File: src/cfmf_pkg.sv
// Shared types and constants for the free-minute finder.
// Used by cfmf_mem, cfmf_divmod and common_free_minute_finder_unit; no dependencies.
`default_nettype none

package cfmf_pkg;

    // Default day geometry
    localparam int DEF_HOURS_PER_DAY    = 24;
    localparam int DEF_MINUTES_PER_HOUR = 60;

    // Map word organization
    localparam int WORD_BITS = 32;
    localparam int WORD_LG   = 5;

    // Field widths
    localparam int OP_W   = 2;
    localparam int STAT_W = 2;
    localparam int HOUR_W = 5;
    localparam int MIN_W  = 6;
    localparam int POS_W  = 11;
    localparam int LEN_W  = 11;
    localparam int IDX_W  = 10;

    // Operation codes
    localparam logic [OP_W-1:0] OP_ADD   = 2'd0;
    localparam logic [OP_W-1:0] OP_BREAK = 2'd1;
    localparam logic [OP_W-1:0] OP_CLEAR = 2'd2;

    // Status codes
    localparam logic [STAT_W-1:0] ST_OK     = 2'd0;
    localparam logic [STAT_W-1:0] ST_REJECT = 2'd1;
    localparam logic [STAT_W-1:0] ST_BREAK  = 2'd2;
    localparam logic [STAT_W-1:0] ST_NONE   = 2'd3;

endpackage

`default_nettype wire

File: src/cfmf_mem.sv
// Busy-map word memory: one read and one write port, registered read data.
// Per-word valid bits make never-written and cleared words read as free. Uses cfmf_pkg.
`default_nettype none

module cfmf_mem #(
    parameter int NUM_WORDS = 45,
    parameter int ADDR_W    = 6
) (
    input  wire logic                          clk,
    input  wire logic                          rst_n,
    input  wire logic                          clr,
    input  wire logic                          rd_en,
    input  wire logic [ADDR_W-1:0]             rd_addr,
    output logic      [cfmf_pkg::WORD_BITS-1:0] rd_data,
    input  wire logic                          wr_en,
    input  wire logic [ADDR_W-1:0]             wr_addr,
    input  wire logic [cfmf_pkg::WORD_BITS-1:0] wr_data
);
    import cfmf_pkg::*;

    logic [WORD_BITS-1:0] mem_q [NUM_WORDS];
    logic [WORD_BITS-1:0] rd_word_reg;
    logic [NUM_WORDS-1:0] word_valid_reg;
    logic                 rd_valid_reg;

    // Storage array
    always_ff @(posedge clk)
    begin
        if (wr_en)
        begin
            mem_q[wr_addr] <= wr_data;
        end
        if (rd_en)
        begin
            rd_word_reg <= mem_q[rd_addr];
        end
    end

    // Valid bits: cleared at reset and by a clear request
    always_ff @(posedge clk or negedge rst_n)
    begin
        if (!rst_n)
        begin
            word_valid_reg <= '0;
            rd_valid_reg   <= 1'b0;
        end
        else
        begin
            if (clr)
            begin
                word_valid_reg <= '0;
            end
            else if (wr_en)
            begin
                word_valid_reg[wr_addr] <= 1'b1;
            end
            if (rd_en)
            begin
                rd_valid_reg <= word_valid_reg[rd_addr];
            end
        end
    end

    assign rd_data = rd_valid_reg ? rd_word_reg : '0;

endmodule

`default_nettype wire

File: src/cfmf_divmod.sv
// Minute-of-day to hour and minute by reciprocal multiplication, two pipeline stages.
// Uses cfmf_pkg.
`default_nettype none

module cfmf_divmod #(
    parameter int MINUTES_PER_HOUR = cfmf_pkg::DEF_MINUTES_PER_HOUR
) (
    input  wire logic                       clk,
    input  wire logic                       rst_n,
    input  wire logic                       start,
    input  wire logic [cfmf_pkg::POS_W-1:0]  pos,
    output logic                            done,
    output logic      [cfmf_pkg::HOUR_W-1:0] hour,
    output logic      [cfmf_pkg::MIN_W-1:0]  minute
);
    import cfmf_pkg::*;

    // Rounded-up reciprocal; exact for every 11-bit position and divisor up to 64
    localparam int RECIP_SHIFT = 17;
    localparam int RECIP_W     = RECIP_SHIFT + 1;
    localparam int PROD_W      = POS_W + RECIP_W;
    localparam logic [RECIP_W-1:0] RECIP =
        RECIP_W'((2 ** RECIP_SHIFT + MINUTES_PER_HOUR - 1) / MINUTES_PER_HOUR);

    logic [PROD_W-1:0] prod;
    logic [POS_W-1:0]  pos_reg;
    logic [HOUR_W-1:0] quo_reg, quo_next;
    logic [POS_W-1:0]  back_prod;
    logic [POS_W-1:0]  rem_full;
    logic [HOUR_W-1:0] hour_reg;
    logic [MIN_W-1:0]  min_reg, min_next;
    logic              stage_reg;
    logic              done_reg;

    // Stage one: quotient; stage two: remainder from the quotient
    always_comb
    begin
        prod      = PROD_W'(pos) * PROD_W'(RECIP);
        quo_next  = prod[RECIP_SHIFT +: HOUR_W];
        back_prod = POS_W'(quo_reg) * POS_W'(MINUTES_PER_HOUR);
        rem_full  = pos_reg - back_prod;
        min_next  = rem_full[MIN_W-1:0];
    end

    always_ff @(posedge clk or negedge rst_n)
    begin
        if (!rst_n)
        begin
            stage_reg <= 1'b0;
            done_reg  <= 1'b0;
        end
        else
        begin
            stage_reg <= start;
            done_reg  <= stage_reg;
        end
    end

    always_ff @(posedge clk)
    begin
        if (start)
        begin
            pos_reg <= pos;
            quo_reg <= quo_next;
        end
        if (stage_reg)
        begin
            hour_reg <= quo_reg;
            min_reg  <= min_next;
        end
    end

    assign done   = done_reg;
    assign hour   = hour_reg;
    assign minute = min_reg;

endmodule

`default_nettype wire

File: src/common_free_minute_finder_unit.sv
// Free-minute finder top level: request handling, map walk and result register.
// Depends on cfmf_pkg, cfmf_mem and cfmf_divmod.
//
// The day is kept as a busy bitmap, one bit per minute, stored as 32-bit words in a
// single memory with registered read data. Requests are handled one at a time. An
// add visits each map word its interval touches (read, then OR-in and write back).
// A next-break request walks the map one word per cycle from the scan cursor, first
// for a free minute and then for the next busy one, then turns start and end into
// hour:minute through a shared two-stage reciprocal-multiply converter. A clear
// drops the per-word valid bits, so no clearing pass is needed after reset or clear.
// A finished request waits in its done state while the output register is stalled.
// A new request may be accepted while the previous result still waits in the output
// register.
`default_nettype none

module common_free_minute_finder_unit #(
    parameter int HOURS_PER_DAY    = cfmf_pkg::DEF_HOURS_PER_DAY,
    parameter int MINUTES_PER_HOUR = cfmf_pkg::DEF_MINUTES_PER_HOUR
) (
    input  wire logic                       clk,
    input  wire logic                       rst_n,
    // request channel
    input  wire logic                       in_valid,
    output logic                            in_stall,
    input  wire logic [cfmf_pkg::OP_W-1:0]   operation,
    input  wire logic [cfmf_pkg::HOUR_W-1:0] start_hour,
    input  wire logic [cfmf_pkg::MIN_W-1:0]  start_minute,
    input  wire logic [cfmf_pkg::LEN_W-1:0]  duration,
    // result channel
    output logic                            out_valid,
    input  wire logic                       out_stall,
    output logic      [cfmf_pkg::STAT_W-1:0] status,
    output logic      [cfmf_pkg::HOUR_W-1:0] break_start_hour,
    output logic      [cfmf_pkg::MIN_W-1:0]  break_start_minute,
    output logic      [cfmf_pkg::HOUR_W-1:0] break_end_hour,
    output logic      [cfmf_pkg::MIN_W-1:0]  break_end_minute,
    output logic      [cfmf_pkg::LEN_W-1:0]  break_length,
    output logic      [cfmf_pkg::IDX_W-1:0]  break_index
);
    import cfmf_pkg::*;

    localparam int DAY_MINUTES = HOURS_PER_DAY * MINUTES_PER_HOUR;
    localparam int NUM_WORDS   = (DAY_MINUTES + WORD_BITS - 1) / WORD_BITS;
    localparam int WORD_AW     = (NUM_WORDS > 1) ? $clog2(NUM_WORDS) : 1;
    localparam int LAST_BITS   = DAY_MINUTES - (NUM_WORDS - 1) * WORD_BITS;
    localparam logic [WORD_AW-1:0] LAST_WORD = WORD_AW'(NUM_WORDS - 1);
    localparam logic [WORD_BITS-1:0] LAST_MASK =
        (LAST_BITS == WORD_BITS) ? {WORD_BITS{1'b1}}
                                 : WORD_BITS'((64'd1 << LAST_BITS) - 64'd1);
    localparam logic [POS_W-1:0] DAY_POS  = POS_W'(DAY_MINUTES);
    localparam logic [POS_W-1:0] DAY_LAST = POS_W'(DAY_MINUTES - 1);
    localparam int SUM_W = POS_W + 1;

    typedef enum logic [2:0] {
        S_IDLE,
        S_ADD_RD,
        S_ADD_WR,
        S_BRK_FREE,
        S_BRK_BUSY,
        S_DIV_F,
        S_DIV_E,
        S_DONE
    } state_t;

    // Lowest set bit of a word
    function automatic logic [WORD_LG-1:0] first_set(input logic [WORD_BITS-1:0] w);
        logic [WORD_LG-1:0] idx;
        idx = '0;
        for (int b = WORD_BITS - 1; b >= 0; b--)
        begin
            if (w[b])
            begin
                idx = WORD_LG'(b);
            end
        end
        return idx;
    endfunction

    state_t               state_reg, state_next;
    logic [POS_W-1:0]     cursor_reg, cursor_next;
    logic [IDX_W-1:0]     breaks_reg, breaks_next;
    logic [POS_W-1:0]     first_reg, first_next;
    logic [POS_W-1:0]     last_reg, last_next;
    logic [WORD_AW-1:0]   wptr_reg, wptr_next;
    logic [WORD_LG:0]     off_reg, off_next;
    logic [POS_W-1:0]     f_reg, f_next;
    logic [POS_W-1:0]     e_reg, e_next;
    logic [HOUR_W-1:0]    fh_reg, fh_next;
    logic [MIN_W-1:0]     fm_reg, fm_next;
    logic [HOUR_W-1:0]    eh_reg, eh_next;
    logic [MIN_W-1:0]     em_reg, em_next;
    logic [STAT_W-1:0]    pend_reg, pend_next;

    logic                 out_valid_reg, out_valid_next;
    logic [STAT_W-1:0]    status_reg, status_next;
    logic [HOUR_W-1:0]    bsh_reg, bsh_next;
    logic [MIN_W-1:0]     bsm_reg, bsm_next;
    logic [HOUR_W-1:0]    beh_reg, beh_next;
    logic [MIN_W-1:0]     bem_reg, bem_next;
    logic [LEN_W-1:0]     blen_reg, blen_next;
    logic [IDX_W-1:0]     bidx_reg, bidx_next;

    // memory and divider control
    logic                 mem_clr, mem_rd_en, mem_wr_en;
    logic [WORD_AW-1:0]   mem_rd_addr, mem_wr_addr;
    logic [WORD_BITS-1:0] mem_rd_data, mem_wr_data;
    logic                 div_start, div_done;
    logic [POS_W-1:0]     div_pos;
    logic [HOUR_W-1:0]    div_hour;
    logic [MIN_W-1:0]     div_minute;

    // datapath helpers
    logic [SUM_W-1:0]     add_first, add_last;
    logic                 add_bad;
    logic [WORD_AW-1:0]   first_word, last_word;
    logic [WORD_LG-1:0]   mask_lo, mask_hi;
    logic [WORD_BITS-1:0] fill_mask;
    logic [WORD_BITS-1:0] in_day, from_off, cand_free, cand_busy;
    logic [WORD_LG-1:0]   free_idx, busy_idx;
    logic [POS_W-1:0]     word_base;
    logic                 out_free;

    cfmf_mem #(
        .NUM_WORDS (NUM_WORDS),
        .ADDR_W    (WORD_AW)
    ) u_map (
        .clk     (clk),
        .rst_n   (rst_n),
        .clr     (mem_clr),
        .rd_en   (mem_rd_en),
        .rd_addr (mem_rd_addr),
        .rd_data (mem_rd_data),
        .wr_en   (mem_wr_en),
        .wr_addr (mem_wr_addr),
        .wr_data (mem_wr_data)
    );

    cfmf_divmod #(
        .MINUTES_PER_HOUR (MINUTES_PER_HOUR)
    ) u_div (
        .clk    (clk),
        .rst_n  (rst_n),
        .start  (div_start),
        .pos    (div_pos),
        .done   (div_done),
        .hour   (div_hour),
        .minute (div_minute)
    );

    // Add interval bounds and range check
    always_comb
    begin
        add_first = SUM_W'(start_hour) * SUM_W'(MINUTES_PER_HOUR) + SUM_W'(start_minute);
        add_last  = add_first + SUM_W'(duration);
        add_bad   = (start_hour >= HOUR_W'(HOURS_PER_DAY))
                 || (start_minute >= MIN_W'(MINUTES_PER_HOUR))
                 || (add_last >= SUM_W'(DAY_MINUTES));
    end

    // Fill mask for the word under the pointer
    always_comb
    begin
        first_word = first_reg[WORD_LG +: WORD_AW];
        last_word  = last_reg[WORD_LG +: WORD_AW];
        mask_lo    = (wptr_reg == first_word) ? first_reg[WORD_LG-1:0] : '0;
        mask_hi    = (wptr_reg == last_word) ? last_reg[WORD_LG-1:0]
                                             : WORD_LG'(WORD_BITS - 1);
        fill_mask  = ({WORD_BITS{1'b1}} << mask_lo)
                   & ({WORD_BITS{1'b1}} >> (WORD_LG'(WORD_BITS - 1) - mask_hi));
    end

    // Run search candidates; minutes past the day end count as busy
    always_comb
    begin
        in_day    = (wptr_reg == LAST_WORD) ? LAST_MASK : {WORD_BITS{1'b1}};
        from_off  = off_reg[WORD_LG] ? '0 : ({WORD_BITS{1'b1}} << off_reg[WORD_LG-1:0]);
        cand_free = ~mem_rd_data & in_day & from_off;
        cand_busy = (mem_rd_data | ~in_day) & from_off;
        free_idx  = first_set(cand_free);
        busy_idx  = first_set(cand_busy);
        word_base = POS_W'(wptr_reg) << WORD_LG;
    end

    assign out_free = !out_valid_reg || !out_stall;

    // Sequencer
    always_comb
    begin
        state_next     = state_reg;
        cursor_next    = cursor_reg;
        breaks_next    = breaks_reg;
        first_next     = first_reg;
        last_next      = last_reg;
        wptr_next      = wptr_reg;
        off_next       = off_reg;
        f_next         = f_reg;
        e_next         = e_reg;
        fh_next        = fh_reg;
        fm_next        = fm_reg;
        eh_next        = eh_reg;
        em_next        = em_reg;
        pend_next      = pend_reg;
        out_valid_next = out_valid_reg && out_stall;
        status_next    = status_reg;
        bsh_next       = bsh_reg;
        bsm_next       = bsm_reg;
        beh_next       = beh_reg;
        bem_next       = bem_reg;
        blen_next      = blen_reg;
        bidx_next      = bidx_reg;
        mem_clr        = 1'b0;
        mem_rd_en      = 1'b0;
        mem_rd_addr    = wptr_reg;
        mem_wr_en      = 1'b0;
        mem_wr_addr    = wptr_reg;
        mem_wr_data    = mem_rd_data | fill_mask;
        div_start      = 1'b0;
        div_pos        = f_reg;

        case (state_reg)
            S_IDLE:
            begin
                if (in_valid)
                begin
                    state_next = S_DONE;
                    pend_next  = ST_OK;
                    case (operation)
                        OP_ADD:
                        begin
                            if (add_bad)
                            begin
                                pend_next = ST_REJECT;
                            end
                            else
                            begin
                                first_next = add_first[POS_W-1:0];
                                last_next  = add_last[POS_W-1:0];
                                wptr_next  = add_first[WORD_LG +: WORD_AW];
                                state_next = S_ADD_RD;
                            end
                        end
                        OP_BREAK:
                        begin
                            if (cursor_reg >= DAY_POS)
                            begin
                                pend_next = ST_NONE;
                            end
                            else
                            begin
                                wptr_next   = cursor_reg[WORD_LG +: WORD_AW];
                                off_next    = {1'b0, cursor_reg[WORD_LG-1:0]};
                                mem_rd_en   = 1'b1;
                                mem_rd_addr = cursor_reg[WORD_LG +: WORD_AW];
                                state_next  = S_BRK_FREE;
                            end
                        end
                        OP_CLEAR:
                        begin
                            mem_clr     = 1'b1;
                            cursor_next = '0;
                            breaks_next = '0;
                        end
                        default:
                        begin
                            pend_next = ST_OK;
                        end
                    endcase
                end
            end

            S_ADD_RD:
            begin
                mem_rd_en  = 1'b1;
                state_next = S_ADD_WR;
            end

            // OR the interval into the word just read
            S_ADD_WR:
            begin
                mem_wr_en = 1'b1;
                if (wptr_reg == last_word)
                begin
                    state_next = S_DONE;
                end
                else
                begin
                    wptr_next  = wptr_reg + WORD_AW'(1);
                    state_next = S_ADD_RD;
                end
            end

            // look for the first free minute
            S_BRK_FREE:
            begin
                if (cand_free != '0)
                begin
                    f_next     = word_base | POS_W'(free_idx);
                    off_next   = (WORD_LG + 1)'(free_idx) + (WORD_LG + 1)'(1);
                    state_next = S_BRK_BUSY;
                end
                else if (wptr_reg == LAST_WORD)
                begin
                    pend_next  = ST_NONE;
                    state_next = S_DONE;
                end
                else
                begin
                    wptr_next   = wptr_reg + WORD_AW'(1);
                    off_next    = '0;
                    mem_rd_en   = 1'b1;
                    mem_rd_addr = wptr_reg + WORD_AW'(1);
                end
            end

            // look for the end of the free run
            S_BRK_BUSY:
            begin
                if (cand_busy != '0)
                begin
                    e_next     = (word_base | POS_W'(busy_idx)) - POS_W'(1);
                    div_start  = 1'b1;
                    state_next = S_DIV_F;
                end
                else if (wptr_reg == LAST_WORD)
                begin
                    e_next     = DAY_LAST;
                    div_start  = 1'b1;
                    state_next = S_DIV_F;
                end
                else
                begin
                    wptr_next   = wptr_reg + WORD_AW'(1);
                    off_next    = '0;
                    mem_rd_en   = 1'b1;
                    mem_rd_addr = wptr_reg + WORD_AW'(1);
                end
            end

            S_DIV_F:
            begin
                if (div_done)
                begin
                    fh_next    = div_hour;
                    fm_next    = div_minute;
                    div_start  = 1'b1;
                    div_pos    = e_reg;
                    state_next = S_DIV_E;
                end
            end

            S_DIV_E:
            begin
                if (div_done)
                begin
                    eh_next    = div_hour;
                    em_next    = div_minute;
                    pend_next  = ST_BREAK;
                    state_next = S_DONE;
                end
            end

            // hand the result to the output register
            S_DONE:
            begin
                if (out_free)
                begin
                    out_valid_next = 1'b1;
                    status_next    = pend_reg;
                    bsh_next       = '0;
                    bsm_next       = '0;
                    beh_next       = '0;
                    bem_next       = '0;
                    blen_next      = '0;
                    bidx_next      = '0;
                    if (pend_reg == ST_BREAK)
                    begin
                        bsh_next    = fh_reg;
                        bsm_next    = fm_reg;
                        beh_next    = eh_reg;
                        bem_next    = em_reg;
                        blen_next   = LEN_W'(e_reg - f_reg + POS_W'(1));
                        bidx_next   = breaks_reg;
                        cursor_next = e_reg + POS_W'(1);
                        breaks_next = breaks_reg + IDX_W'(1);
                    end
                    else if (pend_reg == ST_NONE)
                    begin
                        cursor_next = '0;
                        breaks_next = '0;
                    end
                    state_next = S_IDLE;
                end
            end

            default:
            begin
                state_next = S_IDLE;
            end
        endcase
    end

    // Control state and result register
    always_ff @(posedge clk or negedge rst_n)
    begin
        if (!rst_n)
        begin
            state_reg     <= S_IDLE;
            cursor_reg    <= '0;
            breaks_reg    <= '0;
            pend_reg      <= ST_OK;
            out_valid_reg <= 1'b0;
        end
        else
        begin
            state_reg     <= state_next;
            cursor_reg    <= cursor_next;
            breaks_reg    <= breaks_next;
            pend_reg      <= pend_next;
            out_valid_reg <= out_valid_next;
        end
    end

    // Payload registers
    always_ff @(posedge clk)
    begin
        first_reg  <= first_next;
        last_reg   <= last_next;
        wptr_reg   <= wptr_next;
        off_reg    <= off_next;
        f_reg      <= f_next;
        e_reg      <= e_next;
        fh_reg     <= fh_next;
        fm_reg     <= fm_next;
        eh_reg     <= eh_next;
        em_reg     <= em_next;
        status_reg <= status_next;
        bsh_reg    <= bsh_next;
        bsm_reg    <= bsm_next;
        beh_reg    <= beh_next;
        bem_reg    <= bem_next;
        blen_reg   <= blen_next;
        bidx_reg   <= bidx_next;
    end

    assign in_stall           = (state_reg != S_IDLE);
    assign out_valid          = out_valid_reg;
    assign status             = status_reg;
    assign break_start_hour   = bsh_reg;
    assign break_start_minute = bsm_reg;
    assign break_end_hour     = beh_reg;
    assign break_end_minute   = bem_reg;
    assign break_length       = blen_reg;
    assign break_index        = bidx_reg;

endmodule

`default_nettype wire
File: config.mk
export PLATFORM = sky130hd
export DESIGN_NAME = common_free_minute_finder_unit
export DESIGN_NICKNAME = d
export VERILOG_FILES = /design/src/cfmf_pkg.sv /design/src/cfmf_mem.sv /design/src/cfmf_divmod.sv /design/src/common_free_minute_finder_unit.sv
export SDC_FILE = /design/constraint.sdc
export NUM_CORES = 2
export LEC_CHECK = 0
export BUFFER_PORTS_ARGS = -buffer_cell sky130_fd_sc_hd__buf_2
export CORE_MARGIN = 1
export CORE_UTILIZATION = 40
export CTS_CLUSTER_DIAMETER = 150
export CTS_CLUSTER_SIZE = 14
export DETAILED_ROUTE_END_ITERATION = 7
export PLACE_DENSITY = 0.65
export SYNTH_ARGS = -nofsm -noshare
export SYNTH_HDL_FRONTEND = slang
export SYNTH_SLANG_ARGS = --single-unit
File: constraint.sdc
create_clock -name clk -period 10.9 [get_ports clk]
set_clock_uncertainty 0.15 [all_clocks]
set_input_delay 1.635 -clock clk [delete_from_list [all_inputs] [get_ports clk]]
set_output_delay 1.635 -clock clk [all_outputs]
set_load 0.02 [all_outputs]
After elaboration in Yosys (flattened, before gate mapping) --
Memories as Yosys holds them, arrays and structs flattened. A register that Yosys moved wholly into a read port is not among the register bits. Index checks and enable logic that the tools add are counted.
Cells by class: reduce and logical (&&, ||, !) cells 29, add/subtract/negate cells 11, order comparisons 7, bitwise logic cells 9, multipliers 3, shifts and indexed selects 3, mux-type cells 149, equal/unequal tests 30
Operators with widths (number):
- 2-to-1 mux 5 bit | 66
- 2-to-1 mux 11 bit | 9
- bitwise AND 32 bit | 3
- 2-to-1 mux 45 bit | 2
- 2-to-1 mux 6 bit | 15
- 2-to-1 mux 32 bit | 2
- nonzero test 32 bit | 2
- left shift 32 x 5 -> 32 bit (first input constant) | 2
- 2-to-1 mux 10 bit | 5
- bitwise OR 45 bit | 1
- case mux 6 bit (3 select lines) | 2
- 2-to-1 mux 3 bit | 11
- NOT 32 bit | 1
- bitwise OR 32 bit | 1
- right shift 32 x 5 -> 32 bit (first input constant) | 1
- case mux 3 bit (8 select lines) | 1
- case mux 6 bit (4 select lines) | 1
- adder 11 x 1 -> 11 bit (second input constant) | 2
- multiplier 11 x 12 -> 22 bit (second input constant) | 1
- bitwise OR 11 x 5 -> 11 bit | 2
- case mux 11 bit (2 select lines) | 1
- 2-to-1 mux 1 bit | 20
- case mux 10 bit (2 select lines) | 1
- AND reduction 5 bit | 4
- 49 further kinds | 85
Storage, ports and cells: bits in registers 220, output and inout bits 47, bits of input ports 28, bits in writable memories 1440, memories kept 1, word-level logic and storage cells 272
Memory list:
- u_map.mem_q | depth 45, width 32, rd ports 1, clocked after Yosys merged registers in 1, write ports 1, RTL line cfmf_mem.sv:21 | logic [WORD_BITS-1:0] mem_q [NUM_WORDS];

Logic depth before layout (Yosys ltp) --
word-level depth 38, gate-level depth with buffers 21, depth with buffers taken out 19

Cells and area by module --
From an unflattened synthesis, not the netlist that was laid out.
Second synthesis, totals: cell total of the unflattened synthesis 4338, area total of the unflattened synthesis 72335.6 µm²
Modules (own cells, without submodules):
- cfmf_mem | instances 1, area an instance 59185.5 µm², cells each 2969
- common_free_minute_finder_unit | instances 1, area an instance 11240.8 µm², cells each 1218
- cfmf_divmod | instances 1, area an instance 1909.3 µm², cells each 151

Least setup slack after synthesis --
Ideal clock, no wire load.
path kind input to register, from input start_hour[0] (netlist name), to register first_reg[0], enable pin, cell stages on the path 18, setup time 0.381 ns, arrival 6.530 ns, required time 10.369 ns, setup slack 3.839 ns, cells stage by stage fa_1 -> inv_1 -> fa_1 -> fa_1 -> inv_1 -> ha_1 -> o21ai_0 -> nand2b_1 -> xnor2_1 -> ha_1 -> a21boi_0 -> o21ai_0 -> a21boi_0 -> o21a_1 -> or4_1 -> and3_1 -> nor4b_1 -> and2_1
On the way: cells in the longest elaborated chain, start to end 7, elaborated cells on any way between the ends 9
Ends and longest elaborated chain:
- start, declared | RTL line common_free_minute_finder_unit.sv:26 | input wire logic [cfmf_pkg::HOUR_W-1:0] start_hour,
- multiplier 5 x 4 -> 9 bit | RTL line common_free_minute_finder_unit.sv:153 | add_first = SUM_W'(start_hour) * SUM_W'(MINUTES_PER_HOUR) + SUM_W'(start_minute);
- adder 11 x 6 -> 12 bit | RTL line common_free_minute_finder_unit.sv:153
- net add_first[6] | RTL line common_free_minute_finder_unit.sv:113 | logic [SUM_W-1:0] add_first, add_last;
- adder 12 x 11 -> 12 bit | RTL line common_free_minute_finder_unit.sv:154 | add_last = add_first + SUM_W'(duration);
- >= comparator 12 x 11 -> 1 bit | RTL line common_free_minute_finder_unit.sv:157 | || (add_last >= SUM_W'(DAY_MINUTES));
- logical OR 1 bit | RTL line common_free_minute_finder_unit.sv:157
- NOT 1 bit (no line)
- AND reduction 4 bit (no line)
- end signal, assigned | RTL line common_free_minute_finder_unit.sv:426 | first_reg <= first_next;
- end, declared | RTL line common_free_minute_finder_unit.sv:82 | logic [POS_W-1:0] first_reg, first_next;
The timed path passes the listed nets, and every way through them passes these cells. A chain may end at the register's enable or synchronous reset.

Worst setup path in the final report --
from register off_reg[1], to register u_map.rd_word_reg[28], read port of u_map.mem_q, data pin
On the way: cells in the longest elaborated chain, start to end 6, elaborated cells on any way between the ends 12
Ends and longest elaborated chain:
- start, declared | RTL line common_free_minute_finder_unit.sv:85 | logic [WORD_LG:0] off_reg, off_next;
- start signal, assigned | RTL line common_free_minute_finder_unit.sv:429 | off_reg <= off_next;
- left shift 32 x 5 -> 32 bit * | RTL line common_free_minute_finder_unit.sv:176 | from_off = off_reg[WORD_LG] ? '0 : ({WORD_BITS{1'b1}} << off_reg[WORD_LG-1:0]);
- 2-to-1 mux 32 bit * | RTL line common_free_minute_finder_unit.sv:176
- bitwise AND 32 bit (on tied branches) | RTL line common_free_minute_finder_unit.sv:178, common_free_minute_finder_unit.sv:177
- nonzero test 32 bit (on tied branches) | RTL line common_free_minute_finder_unit.sv:318, common_free_minute_finder_unit.sv:295
- 2-to-1 mux 1 bit, or another cell as far along | RTL line common_free_minute_finder_unit.sv:318 | if (cand_busy != '0)
- case mux 1 bit (4 select lines) or case mux 6 bit (3 select lines) (tied branches) | RTL line common_free_minute_finder_unit.sv:220 | case (state_reg)
- end, declared | RTL line cfmf_mem.sv:22 | logic [WORD_BITS-1:0] rd_word_reg;
Every way passes the cells marked *; elsewhere a longest branch is shown, timed or not.

==> summary.txt <==
CTS
  – Worst skew pair latency: 0.80 ns
  – Worst-case clock buffer depth: 3
  – CTS Root Cell: clkbuf_16
  – TritonCTS Buffers: 138
  – Setup bufs post-CTS: 0
  – CTS tree: yes
  – Clock sink count: 1,692
  – Clock transition at path regs: 0.09 ns
  – CTS resizes: 0
  – Htree depth: 4
  – Cts hold-fix bufs: 0

Synthesis
  – Sequential area share after synthesis: 69.9%
  – YS warnings: 0
  – Fraction of the mapped netlist area in simple logic gates: 16.1%
  – Top cells by area, synth: edfxtp_1 67%, nand2_1 8.2%, nand3_1 3.9%
  – Adder-cell share of the synthesized area: 2.34%
  – Avg Cell Area, Syn: 12.4 sq um
  – Synth Area in XOR/XNOR: 0.862%
  – Complex-gate fraction of the synthesized area: 6.85%
  – Cell area after synthesis: 72,100 sq um
  – Mux cell area share after synthesis: 1.28%
  – Post-synth top area share: 67.3%
  – Asr flop ratio synth: 4.43%
  – Cell accounting for the most synthesized area: edfxtp_1
  – EDFF count, synth: 1,617
  – Synth Instances: 5,811
  – Synthesized Nets: 5,962
  – Unique masters post-synth: 88
  – Synth top cells by count: 1,617 x edfxtp_1, 1,579 x nand2_1, 568 x nand3_1
  – Ys flop type: edfxtp_1
  – Seq cells post-synth: 1,692
  – Most common cell in the synthesized netlist: edfxtp_1
  – Main combinational cell family by area after synthesis: simple AND/OR/NAND/NOR gates

Detailed routing
  – Via count: 48,400
  – Initial DRC Count: 6,113
  – Via-to-Cell Ratio: 5.87
  – DRT Pass-1 Iters: 6
  – DRT Wirelength: 213 mm
  – DRC: 0
  – Detail Route Antenna Nets: 0
  – Routed len/inst: 25.9 um

Power and ir drop
  – Total power after layout: 25.3 mW
  – Max VDD drop: 0.308 mV
  – Pwr/cell area: 317 nW/um^2
  – Leak: 29.2 nW

Floorplanning
  – Row Count: 155
  – Die width: 427 um
  – Starting Density: 40.3%
  – Die ar.: 182,000 sq um
  – Die H: 427 um
  – Number of I/O pins: 75
  – Core area: 179,000 sq um

Setup path
  – Max FO, Critical Path: 48
  – WP data arrival: 7.93 ns
  – Crit path launch: off_reg[1]$_DFFE_PP_
  – R2r setup slk: 3.47 ns
  – Worst Setup End Kind: flip-flop
  – Launching point of the worst reg2reg path: off_reg[1]$_DFFE_PP_
  – Worst Setup Path Type: flip-flop to flip-flop
  – CP startpoint kind: flip-flop
  – CP Data Required Time: 11.40 ns

Worst hold path
  – Hold wc startpoint: u_div.pos_reg[1]$_DFFE_PP_
  – Worst hold-check path type: flip-flop to flip-flop

Layout
  – Final-stage net count: 5,973
  – Area grow syn2layout: 10.7%
  – Final instance area: 79,800 sq um
  – Max FFs per register: 1,440
  – Sequential cell area: 50,400 sq um
  – Area occupied by multi-input gates: 20,500 sq um
  – Layout cell share with drive strength beyond 1: 8.93%
  – Total of fill cells in the finished design: 15,900
  – Core Util, Final: 44.6%

STA
  – Tmin final: 7.43 ns
  – Worst slew pin tran: 1.55 ns
  – Slew Limit Headroom: -5.70%
  – Hold slack: 0.272 ns
  – Fin crit share: 68.2%
  – RSZ-0062 raised after global routing: false
  – Fmax: 135 MHz
  – Endpoints failing setup: 0
  – Max-slew violations: 4
  – Fin. Hold Viols: 0
  – Setup TNS Final: 0 ns

GRT
  – Vias in the first global route: 45,200
  – First-pass GRT wire length: 309 mm
  – Total gr overflow: 0
  – Largest net degree at the start of global routing: 169
  – Met1 usage: 31.8%
  – M3 GR Usage: 4.22%
  – Antenna violations before repair: 11
  – Gr busiest metal: met2
  – GRT Total Usage: 23.1%
  – Met2 usage: 36.6%

Place
  – GP Congestion: 0.912
  – I/O Buffers: 74
  – DPL Wire Length: 122 mm
  – Placed Area: 75,900 sq um

Outcome
  – Status: complete, but fails checks
  – Failing checks: capacitance limit, slew limit

Run
  – Number of max-cap violations: 2
logic make-up (layout without fill, tap and decap cells):
logic type      count (synthesis)  in the layout
compound gates                720            720
xor+xnor                       71             71
fa+ha+maj                     123            123
buf+inv                       454            530
flops                        1692           1692
mux                            50             50
other cells                     0              1
simple gates                 2701           2701
cells in the final DEF (no fill, tap or decap), types with 20 or more instances in the layout:
master / count
buf_4: 130
clkbuf_16: 141
o21ai_0: 124
a32o_1: 33
nor3_1: 26
a21oi_1: 149
a221oi_1: 37
inv_1: 101
and3_1: 52
dfrtp_1: 75
nand3_1: 567
o211ai_1: 52
fa_1: 20
nand4_1: 49
nor2_4: 49
o2111ai_1: 36
ha_1: 103
and2_1: 47
mux4_2: 34
nand2_1: 1574
edfxtp_1: 1617
nor4_1: 38
nor2_1: 217
xor2_1: 27
xnor2_1: 44
buf_2: 76
clkbuf_1: 53
a31oi_1: 81
metal layers:
metal	routed length [um]	up-vias
li1	-	21200
met1	85000	24100
met2	99400	2628
met3	21100	438
met4	7820	10
met5	61	-
where the power goes:
group | switching [mW] | internal [mW]
Sequential | 0.374 | 7.86
Combinational | 9.05 | 3.33
Clock | 2.28 | 2.39
path summary, 6_finish.rpt:
check,to,cells after the start
max,u_map.rd_word_reg[28]$_DFFE_PP_,14
min,u_div.minute[1]$_DFFE_PP_,0
max reg2reg,u_map.rd_word_reg[28]$_DFFE_PP_,14
min reg2reg,u_div.minute[1]$_DFFE_PP_,0
max in group asynchronous,u_map.word_valid_reg[33]$_DFFE_PN0P_,2
min in group asynchronous,u_map.word_valid_reg[22]$_DFFE_PN0P_,1
per-stage QoR:
stage	worst slack (ns)	cells
6_report	3.47	8243
5_1_grt	3.25	8242
4_1_cts	3.67	8241
3_5_place_dp	2.85	8036
3_3_place_gp	2.95	8033
2_1_floorplan	3.84	5811
worst max-delay path, stage by stage (launching register included):
cell and delay [ns]:
edfxtp_1 0.74, buf_4 0.38, o2111ai_1 0.23, a32o_1 0.35, nand3b_1 0.36, nor4_4 0.44
nand4_1 0.30, a21oi_1 0.77, a211o_4 0.76, nor2_4 0.28, buf_4 0.46, a31oi_1 0.26
o2111ai_1 0.14, a2111oi_0 1.30, a32o_1 0.26
cell type report:
| cell class | instances | area share, % |
|---|---|---|
| diodes | 1 | 0.00313 |
| clock buffers | 195 | 4.69 |
| clock inverters | 10 | 0.230 |
| inverters | 106 | 0.498 |
| multi-input cells | 3665 | 25.7 |
| flip-flops and latches | 1692 | 63.2 |
| well taps | 2355 | 3.69 |
| repair buffers | 219 | 2.01 |
No activity file was read; power rests on OpenSTA's default activity.
